`config.mk`:
```
export PLATFORM = sky130hd
export DESIGN_NAME = scalar_kalman_filter_flat
export DESIGN_NICKNAME = d
export VERILOG_FILES = /design/src/rtl/skf_pkg.sv /design/src/rtl/skf_sample_if.sv /design/src/rtl/skf_estimate_if.sv /design/src/rtl/skf_regs.sv /design/src/rtl/skf_div.sv /design/src/rtl/scalar_kalman_filter.sv /design/src/flat_wrapper.sv
export SDC_FILE = /design/constraint.sdc
export NUM_CORES = 2
export LEC_CHECK = 0
export BUFFER_PORTS_ARGS = -buffer_cell sky130_fd_sc_hd__buf_2
export CORE_MARGIN = 5
export CORE_UTILIZATION = 56
export DETAILED_ROUTE_END_ITERATION = 7
export PLACE_DENSITY = 0.73
export SLEW_MARGIN = 20
export SYNTH_ARGS = -nofsm -noshare
export SYNTH_HDL_FRONTEND = slang
export SYNTH_SLANG_ARGS = --single-unit
```
`constraint.sdc`:
```
create_clock -name clk -period 12.75 [get_ports clk]
set_clock_uncertainty 0.1 [all_clocks]
set_input_delay 0 -clock clk [delete_from_list [all_inputs] [get_ports clk]]
set_output_delay 0 -clock clk [all_outputs]
set_load 0.03 [all_outputs]
```
`src/rtl/skf_pkg.sv`:
```
`default_nettype none
// ----------------------------------------------------------------------------
// skf_pkg
// Shared widths, constants and register codes for the scalar Kalman filter.
// ----------------------------------------------------------------------------
package skf_pkg;

  localparam int DATA_W  = 32;              // Q16.16 sample, estimate, noise
  localparam int APB_W   = 32;              // APB data bus
  localparam int ADDR_W  = 3;               // two registers at 0x0 and 0x4
  localparam int GAIN_W  = 16;              // gain, unsigned Q0.16
  localparam int FRAC_W  = 16;              // fraction bits of Q16.16
  localparam int QUOT_W  = GAIN_W + 1;      // raw quotient, may reach 1.0
  localparam int DIV_STEPS = QUOT_W;        // one quotient bit per step
  localparam int CNT_W   = $clog2(DIV_STEPS);
  localparam int REM_W   = DATA_W + 2;      // partial remainder
  localparam int MUL_A_W = GAIN_W + 2;      // signed gain operand
  localparam int MUL_B_W = DATA_W + 2;      // signed diff / pred operand
  localparam int PROD_W  = MUL_A_W + MUL_B_W;

  localparam logic [DATA_W-1:0] PROCESS_NOISE_RST = 32'd655;
  localparam logic [DATA_W-1:0] MEASURE_NOISE_RST = 32'd65536;

  localparam logic [GAIN_W-1:0]  GAIN_MAX = 16'hFFFF;
  localparam logic [MUL_A_W-1:0] GAIN_ONE = 18'd65536;

  // register index, taken from paddr[2]
  typedef enum logic {
    REG_PROCESS_NOISE = 1'b0,
    REG_MEASURE_NOISE = 1'b1
  } skf_reg_t;

endpackage
`default_nettype wire

```
`src/rtl/skf_sample_if.sv`:
```
`default_nettype none
// ----------------------------------------------------------------------------
// skf_sample_if
// Valid/ready channel carrying one signed Q16.16 measurement.
// ----------------------------------------------------------------------------
interface skf_sample_if;
  logic               valid;
  logic               ready;
  logic signed [31:0] sample;

  modport source (output valid, output sample, input ready);
  modport sink   (input valid, input sample, output ready);
endinterface
`default_nettype wire

```
`src/rtl/skf_estimate_if.sv`:
```
`default_nettype none
// ----------------------------------------------------------------------------
// skf_estimate_if
// Valid/ready channel carrying one filtered signed Q16.16 estimate.
// ----------------------------------------------------------------------------
interface skf_estimate_if;
  logic               valid;
  logic               ready;
  logic signed [31:0] estimate_out;

  modport source (output valid, output estimate_out, input ready);
  modport sink   (input valid, input estimate_out, output ready);
endinterface
`default_nettype wire

```
`src/rtl/skf_regs.sv`:
```
`default_nettype none
// ----------------------------------------------------------------------------
// skf_regs
// APB register file holding the process and measurement noise variances.
// ----------------------------------------------------------------------------
module skf_regs (
  input  wire logic                        clk,
  input  wire logic                        rst,
  input  wire logic                        psel,
  input  wire logic                        penable,
  input  wire logic                        pwrite,
  input  wire logic [skf_pkg::ADDR_W-1:0]  paddr,
  input  wire logic [skf_pkg::APB_W-1:0]   pwdata,
  output logic      [skf_pkg::APB_W-1:0]   prdata,
  output logic                             pready,
  output logic      [skf_pkg::DATA_W-1:0]  process_noise,
  output logic      [skf_pkg::DATA_W-1:0]  measure_noise
);
  import skf_pkg::*;

  skf_reg_t reg_sel;
  logic     wr_en;

  assign reg_sel = skf_reg_t'(paddr[2]);
  assign wr_en   = psel && penable && pwrite;
  assign pready  = 1'b1;

  always_ff @(posedge clk) begin
    if (rst) begin
      process_noise <= PROCESS_NOISE_RST;
      measure_noise <= MEASURE_NOISE_RST;
    end else if (wr_en) begin
      case (reg_sel)
        REG_PROCESS_NOISE: process_noise <= pwdata[DATA_W-1:0];
        REG_MEASURE_NOISE: measure_noise <= pwdata[DATA_W-1:0];
        default: ;
      endcase
    end
  end

  always_comb begin
    case (reg_sel)
      REG_PROCESS_NOISE: prdata = process_noise;
      REG_MEASURE_NOISE: prdata = measure_noise;
      default:           prdata = '0;
    endcase
  end

endmodule
`default_nettype wire

```
`src/rtl/skf_div.sv`:
```
`default_nettype none
// ----------------------------------------------------------------------------
// skf_div
// Radix-2 restoring divider: quotient = floor(dividend * 2^16 / divisor),
// valid while dividend <= divisor. One quotient bit per cycle.
// ----------------------------------------------------------------------------
module skf_div (
  input  wire logic                         clk,
  input  wire logic                         rst,
  input  wire logic                         start,
  input  wire logic [skf_pkg::DATA_W-1:0]   dividend,
  input  wire logic [skf_pkg::DATA_W:0]     divisor,
  output logic                              done,
  output logic      [skf_pkg::QUOT_W-1:0]   quotient
);
  import skf_pkg::*;

  localparam logic [CNT_W-1:0] LAST_STEP = CNT_W'(DIV_STEPS - 1);

  logic             busy;
  logic [CNT_W-1:0] cnt;
  logic [REM_W-1:0] rem;
  logic [REM_W-1:0] dvs;
  logic [REM_W-1:0] rem_step;
  logic             fits;

  assign dvs      = {1'b0, divisor};
  assign fits     = rem >= dvs;
  assign rem_step = fits ? (rem - dvs) : rem;

  always_ff @(posedge clk) begin
    if (rst) begin
      busy <= 1'b0;
      done <= 1'b0;
      cnt  <= '0;
    end else begin
      done <= 1'b0;
      if (start) begin
        busy <= 1'b1;
        cnt  <= '0;
      end else if (busy) begin
        if (cnt == LAST_STEP) begin
          busy <= 1'b0;
          done <= 1'b1;
        end else begin
          cnt <= cnt + 1'b1;
        end
      end
    end
  end

  // rem_step stays below the divisor, so the shift never loses a bit
  always_ff @(posedge clk) begin
    if (start) begin
      rem      <= {2'b00, dividend};
      quotient <= '0;
    end else if (busy) begin
      rem      <= {rem_step[REM_W-2:0], 1'b0};
      quotient <= {quotient[QUOT_W-2:0], fits};
    end
  end

endmodule
`default_nettype wire

```
`src/rtl/scalar_kalman_filter.sv`:
```
`default_nettype none
// ----------------------------------------------------------------------------
// scalar_kalman_filter
// One-dimensional fixed-point Kalman filter with APB-programmable noise.
// ----------------------------------------------------------------------------
// Each accepted Q16.16 sample yields one filtered estimate. From its accept
// until the input is ready again a sample passes these steps in order: the
// predicted covariance is registered, the divider is launched, the radix-2 gain
// divider runs (one quotient bit per cycle) and signals done, two passes go
// through the shared 18x34 multiplier, and the estimate is written back once
// the output register is free. The input is not ready while a sample is in
// flight; a finished estimate waits in the output register, and the next
// sample is taken meanwhile. The user must write process_noise (0x0) and
// measure_noise (0x4) over APB only while the filter is idle; the block does not enforce it.
module scalar_kalman_filter (
  input  wire logic                        clk,
  input  wire logic                        rst,
  input  wire logic                        psel,
  input  wire logic                        penable,
  input  wire logic                        pwrite,
  input  wire logic [skf_pkg::ADDR_W-1:0]  paddr,
  input  wire logic [skf_pkg::APB_W-1:0]   pwdata,
  output logic      [skf_pkg::APB_W-1:0]   prdata,
  output logic                             pready,
  skf_sample_if.sink                       samples,
  skf_estimate_if.source                   estimates
);
  import skf_pkg::*;

  typedef enum logic [2:0] {
    ST_IDLE,
    ST_DIV_START,
    ST_DIV_WAIT,
    ST_MUL_GAIN,
    ST_UPDATE,
    ST_FINISH
  } state_t;

  state_t                    state;
  logic [DATA_W-1:0]         process_noise;
  logic [DATA_W-1:0]         measure_noise;
  logic signed [DATA_W-1:0]  sample_q;
  logic signed [DATA_W-1:0]  estimate;
  logic [DATA_W-1:0]         covariance;
  logic [DATA_W-1:0]         pred;
  logic                      denom_zero;
  logic [GAIN_W-1:0]         gain;
  logic signed [PROD_W-1:0]  prod;
  logic                      out_valid;
  logic signed [DATA_W-1:0]  out_data;

  logic [DATA_W:0]           pred_sum;
  logic [DATA_W-1:0]         pred_sat;
  logic [DATA_W:0]           denom;
  logic                      div_start;
  logic                      div_done;
  logic [QUOT_W-1:0]         quotient;
  logic signed [MUL_A_W-1:0] mul_a;
  logic signed [MUL_B_W-1:0] mul_b;
  logic signed [PROD_W-1:0]  mul_p;
  logic signed [MUL_B_W-1:0] diff;
  logic signed [PROD_W-FRAC_W:0] upd_sum;
  logic signed [DATA_W-1:0]  upd_sat;
  logic                      in_acc;
  logic                      finish_go;

  skf_regs u_regs (
    .clk           (clk),
    .rst           (rst),
    .psel          (psel),
    .penable       (penable),
    .pwrite        (pwrite),
    .paddr         (paddr),
    .pwdata        (pwdata),
    .prdata        (prdata),
    .pready        (pready),
    .process_noise (process_noise),
    .measure_noise (measure_noise)
  );

  assign denom     = {1'b0, pred} + {1'b0, measure_noise};
  assign div_start = (state == ST_DIV_START);

  skf_div u_div (
    .clk      (clk),
    .rst      (rst),
    .start    (div_start),
    .dividend (pred),
    .divisor  (denom),
    .done     (div_done),
    .quotient (quotient)
  );

  assign samples.ready          = (state == ST_IDLE);
  assign in_acc                 = samples.valid && samples.ready;
  assign estimates.valid        = out_valid;
  assign estimates.estimate_out = out_data;

  // write back once the output register is free
  assign finish_go = (state == ST_FINISH) && (!out_valid || estimates.ready);

  // saturate the predicted covariance at all ones
  assign pred_sum = {1'b0, covariance} + {1'b0, process_noise};
  assign pred_sat = pred_sum[DATA_W] ? '1 : pred_sum[DATA_W-1:0];

  assign diff = MUL_B_W'(sample_q) - MUL_B_W'(estimate);

  // shared multiplier: gain * innovation, then (1 - gain) * predicted cov
  always_comb begin
    case (state)
      ST_MUL_GAIN: begin
        mul_a = signed'({2'b00, gain});
        mul_b = diff;
      end
      default: begin
        mul_a = signed'(GAIN_ONE - {2'b00, gain});
        mul_b = signed'({2'b00, pred});
      end
    endcase
  end

  assign mul_p = PROD_W'(mul_a) * PROD_W'(mul_b);

  // arithmetic shift of the correction, then clamp to 32 bits
  assign upd_sum = (PROD_W-FRAC_W+1)'(estimate)
                 + (PROD_W-FRAC_W+1)'(signed'(prod[PROD_W-1:FRAC_W]));

  always_comb begin
    if (upd_sum[PROD_W-FRAC_W:DATA_W-1] == '0 ||
        upd_sum[PROD_W-FRAC_W:DATA_W-1] == '1) begin
      upd_sat = upd_sum[DATA_W-1:0];
    end else if (upd_sum[PROD_W-FRAC_W]) begin
      upd_sat = {1'b1, {(DATA_W-1){1'b0}}};
    end else begin
      upd_sat = {1'b0, {(DATA_W-1){1'b1}}};
    end
  end

  always_ff @(posedge clk) begin
    if (rst) begin
      state      <= ST_IDLE;
      estimate   <= '0;
      covariance <= '0;
      out_valid  <= 1'b0;
    end else begin
      if (out_valid && estimates.ready && !finish_go) begin
        out_valid <= 1'b0;
      end
      case (state)
        ST_IDLE: begin
          if (in_acc) begin
            sample_q <= samples.sample;
            pred     <= pred_sat;
            state    <= ST_DIV_START;
          end
        end
        ST_DIV_START: begin
          denom_zero <= (denom == '0);
          state      <= ST_DIV_WAIT;
        end
        ST_DIV_WAIT: begin
          if (div_done) begin
            if (denom_zero) begin
              gain <= '0;
            end else if (quotient[QUOT_W-1]) begin
              gain <= GAIN_MAX;
            end else begin
              gain <= quotient[GAIN_W-1:0];
            end
            state <= ST_MUL_GAIN;
          end
        end
        ST_MUL_GAIN: begin
          prod  <= mul_p;
          state <= ST_UPDATE;
        end
        ST_UPDATE: begin
          estimate <= upd_sat;
          prod     <= mul_p;
          state    <= ST_FINISH;
        end
        ST_FINISH: begin
          // hold until the output register is free
          if (finish_go) begin
            covariance <= prod[DATA_W+FRAC_W-1:FRAC_W];
            out_data   <= estimate;
            out_valid  <= 1'b1;
            state      <= ST_IDLE;
          end
        end
        default: state <= ST_IDLE;
      endcase
    end
  end

endmodule
`default_nettype wire

```
`src/flat_wrapper.sv`:
```
// flat-port wrapper written by rule: the top's interface ports become plain ports
module scalar_kalman_filter_flat import skf_pkg::*;
  (clk, rst, psel, penable, pwrite, paddr, pwdata, prdata, pready, samples_valid, samples_sample, samples_ready, estimates_valid, estimates_estimate_out, estimates_ready);
  skf_sample_if samples_i ();
  skf_estimate_if estimates_i ();
  input  wire logic clk;
  input  wire logic rst;
  input  wire logic psel;
  input  wire logic penable;
  input  wire logic pwrite;
  input  wire logic [skf_pkg::ADDR_W-1:0] paddr;
  input  wire logic [skf_pkg::APB_W-1:0] pwdata;
  output logic      [skf_pkg::APB_W-1:0] prdata;
  output logic pready;
  input wire logic [$bits(samples_i.valid)-1:0] samples_valid;
  input wire logic [$bits(samples_i.sample)-1:0] samples_sample;
  output wire logic [$bits(samples_i.ready)-1:0] samples_ready;
  output wire logic [$bits(estimates_i.valid)-1:0] estimates_valid;
  output wire logic [$bits(estimates_i.estimate_out)-1:0] estimates_estimate_out;
  input wire logic [$bits(estimates_i.ready)-1:0] estimates_ready;
  assign samples_i.valid = samples_valid;
  assign samples_i.sample = samples_sample;
  assign samples_ready = samples_i.ready;
  assign estimates_valid = estimates_i.valid;
  assign estimates_estimate_out = estimates_i.estimate_out;
  assign estimates_i.ready = estimates_ready;
  scalar_kalman_filter u_core (.clk(clk), .rst(rst), .psel(psel), .penable(penable), .pwrite(pwrite), .paddr(paddr), .pwdata(pwdata), .prdata(prdata), .pready(pready), .samples(samples_i), .estimates(estimates_i));
endmodule
```
==> reports/metrics.csv <==
metric;value;unit
postLayoutCoreUtil;0.615;
critPathSlowestCell;nand2_1;
wl_per_cell;21.4;um
core;72700;um^2
crit_family;adder cells;
tightest_slew;1.14;ns
slowest_delay;0.58;ns
cts_tree;done;
syn-mean-instance-area;8.83;um^2
area_delta_synth_final;9.27;%
grt_pass1_vias;33724;
timing.hold.ws;0.0767;ns
drive_gt1_frac;0.0783;
cts_buffers;35;
path_buf_inv;5;
hold_viol;0;
min_from;samples_sample[31];
setup_viol;0;
synth-warning-count;0;
total_power;0.00929;W
hold_class;input port to register;
overflow;0;
port_buffers;137;
critical_path_cell_count;36;
hpwl;95000;um
synth_edf_count;181;
synthTopCellsByArea;fa_1 27%, edfxtp_1 13%, ha_1 8.7%;
r2r_end;u_core.prod[50]$_DFFE_PP_;
synth_commonest_cells;722 x inv_1, 686 x nand2_1, 543 x fa_1, 398 x nor2_1, 288 x a21oi_1;
fp.dieArea;78600;um^2
ir_drop;0.451;mV
path_class;register to register;
rr_worst_depth;36;
cts_resized;0;
grt_antenna_before_repair;2;
antenna_left;0;
fin_nets;5676;
run_status;complete, no violations;
drc;0;
slew_headroom;0.237;
synth_seq_area_share;0.210;
grt_max_degree;65;
cap_violations;0;
finalWeightedCongestion;0.953;
synth_flop_cell;edfxtp_1;
drt_first_iter_violations;3092;
critical_path_arrival;10.68;ns
startpoint;u_core.sample_q[0]$_DFFE_PP_;
synthArstFlopShare;0;
fp.dieW;280;um
yosysMostFrequentCell;inv_1;
min_period_over_period;0.818;
end_kind;register;
rrSetupSlack;2.31;ns
start_util;0.563;
htree_num_levels;2;
vias;34102;
syn-cell-area;40900;um^2
power_leakage;21.0;nW
grt_usage;0.311;
die_h;280;um
setup-tns-final;0;ns
path_clk_slew;0.08;ns
synth_top_area_frac;0.265;
diodes;0;
crit_end;u_core.prod[50]$_DFFE_PP_;
holdBufCountCts;79;
yosys.cell_types.count;88;
ys_ff_latch;339;
synth_cells;4637;
rr_startpoint;u_core.sample_q[0]$_DFFE_PP_;
drt-total-wl;123000;um
fmax;95.8;MHz
crit_fanout;12;
rows;99;
required;12.99;ns
clk_path_buf_depth;3;
grt_pass1_wl;191000;um
post_cts.repair.setup_buffers;0;
clock_latency;0.55;ns
critPathMostFrequentCell;fa_1;
power_density;208;nW/um^2
yosysTopAreaCell;fa_1;
cts_root_buf;clkbuf_16;
final_max_slew_viol_count;0;
dr.pass1.iters;6;
timing.final.crit_period;10.44;ns
ioPinCount;141;
worstSetupStartpointType;register;
rsz0062_at_grt;false;
vias_per_cell;5.92;
clock_sinks;339;
==> cells by family (layout without fill, tap and decap cells) <==
group	Yosys count	after routing	synth area share
AO/OA/AOI/OAI	818	818	0.132
XOR/XNOR	185	185	0.0396
adder cells (fa/ha/maj)	829	829	0.353
buffers and inverters	906	1068	0.0841
flip-flops	339	339	0.210
multiplexers	99	99	0.0254
other	2	3	0.000183
AND/OR/NAND/NOR	1459	1459	0.156
==> cell usage in the layout, fill, tap and decap left out, types with 106 or more instances in the layout <==
cell      Yosys  layout
a21o_1      106     106
o21ai_0     108     107
fa_1        543     543
nor2_1      398     394
buf_2        12     136
a21oi_1     288     287
nand2_1     686     686
edfxtp_1    181     181
xnor2_1     121     113
inv_1       722     722
dfxtp_1     158     158
ha_1        286     286
==> layer usage <==
metal	global-route usage	routed length [um]	vias up
li1	-	-	15437
met4	0.125	6210	0
met2	0.493	55800	1623
met5	0	0	-
met3	0.0516	11600	360
met1	0.431	49800	16682
==> worst min-delay path by stage <==
stage	endpoint	slack, ns	depth (start not counted)
6_report	u_core.sample_q[31]$_DFFE_PP_	0.08	2
2_1_floorplan	u_core.sample_q[0]$_DFFE_PP_	-0.001	0
3_3_place_gp	u_core.sample_q[31]$_DFFE_PP_	0.08	1
5_1_grt	u_core.sample_q[31]$_DFFE_PP_	0.08	2
3_5_place_dp	u_core.sample_q[21]$_DFFE_PP_	0.08	1
4_1_cts	u_core.u_regs.process_noise[20]$_SDFFE_PP0P_	0.04	6
==> worst reg2reg max path: cells and delay by family (launching register included) <==
kind                     cells  cell delay, ns
flip-flops                   1            0.38
buffers and inverters        5            0.29
XOR/XNOR                     2            0.47
adder cells (fa/ha/maj)      9            3.93
AND/OR/NAND/NOR              8            2.18
AO/OA/AOI/OAI               12            2.88
==> final cells by class <==
class / instances / area (um^2)
clock inverters: 19 / 163
clock buffers: 45 / 977
repair buffers: 282 / 1990
inverters: 722 / 2710
flip-flops and latches: 339 / 8600
multi-input cells: 3393 / 29100
fillers: 6244 / 28000
well taps: 959 / 1200
==> per-stage QoR <==
step	instance area [um^2]	setup WS, ns	std cells
3_3_place_gp	42800	2.42	5615
5_1_grt	44700	1.87	5759
4_1_cts	44700	2.31	5758
3_5_place_dp	42800	2.38	5615
2_1_floorplan	40900	3.74	4638
6_report	44700	2.31	5759
==> power breakdown <==
part	switching, W	total [W]	internal [W]
combinational	0.00397	0.00664	0.00267
clock	0.000469	0.00104	0.000575
sequential	0.0000738	0.00161	0.00154
total	0.00451	0.00929	0.00479
==> registers in the layout, indices dropped and copies added (netlist names) <==
name and count:
u_core.prod 36, u_core.u_div.rem 34, u_core.covariance 32, u_core.estimate 32, u_core.estimates.estimate_out 32, u_core.pred 32, u_core.sample_q 32, u_core.u_regs.measure_noise 32
u_core.u_regs.process_noise 32, u_core.u_div.quotient 17, u_core.gain 16, u_core.u_div.cnt 5, u_core.state 3, u_core.denom_zero 1, u_core.estimates.valid 1, u_core.u_div.busy 1
u_core.u_div.done 1
Note: power is estimated with default switching activity, not from simulation.
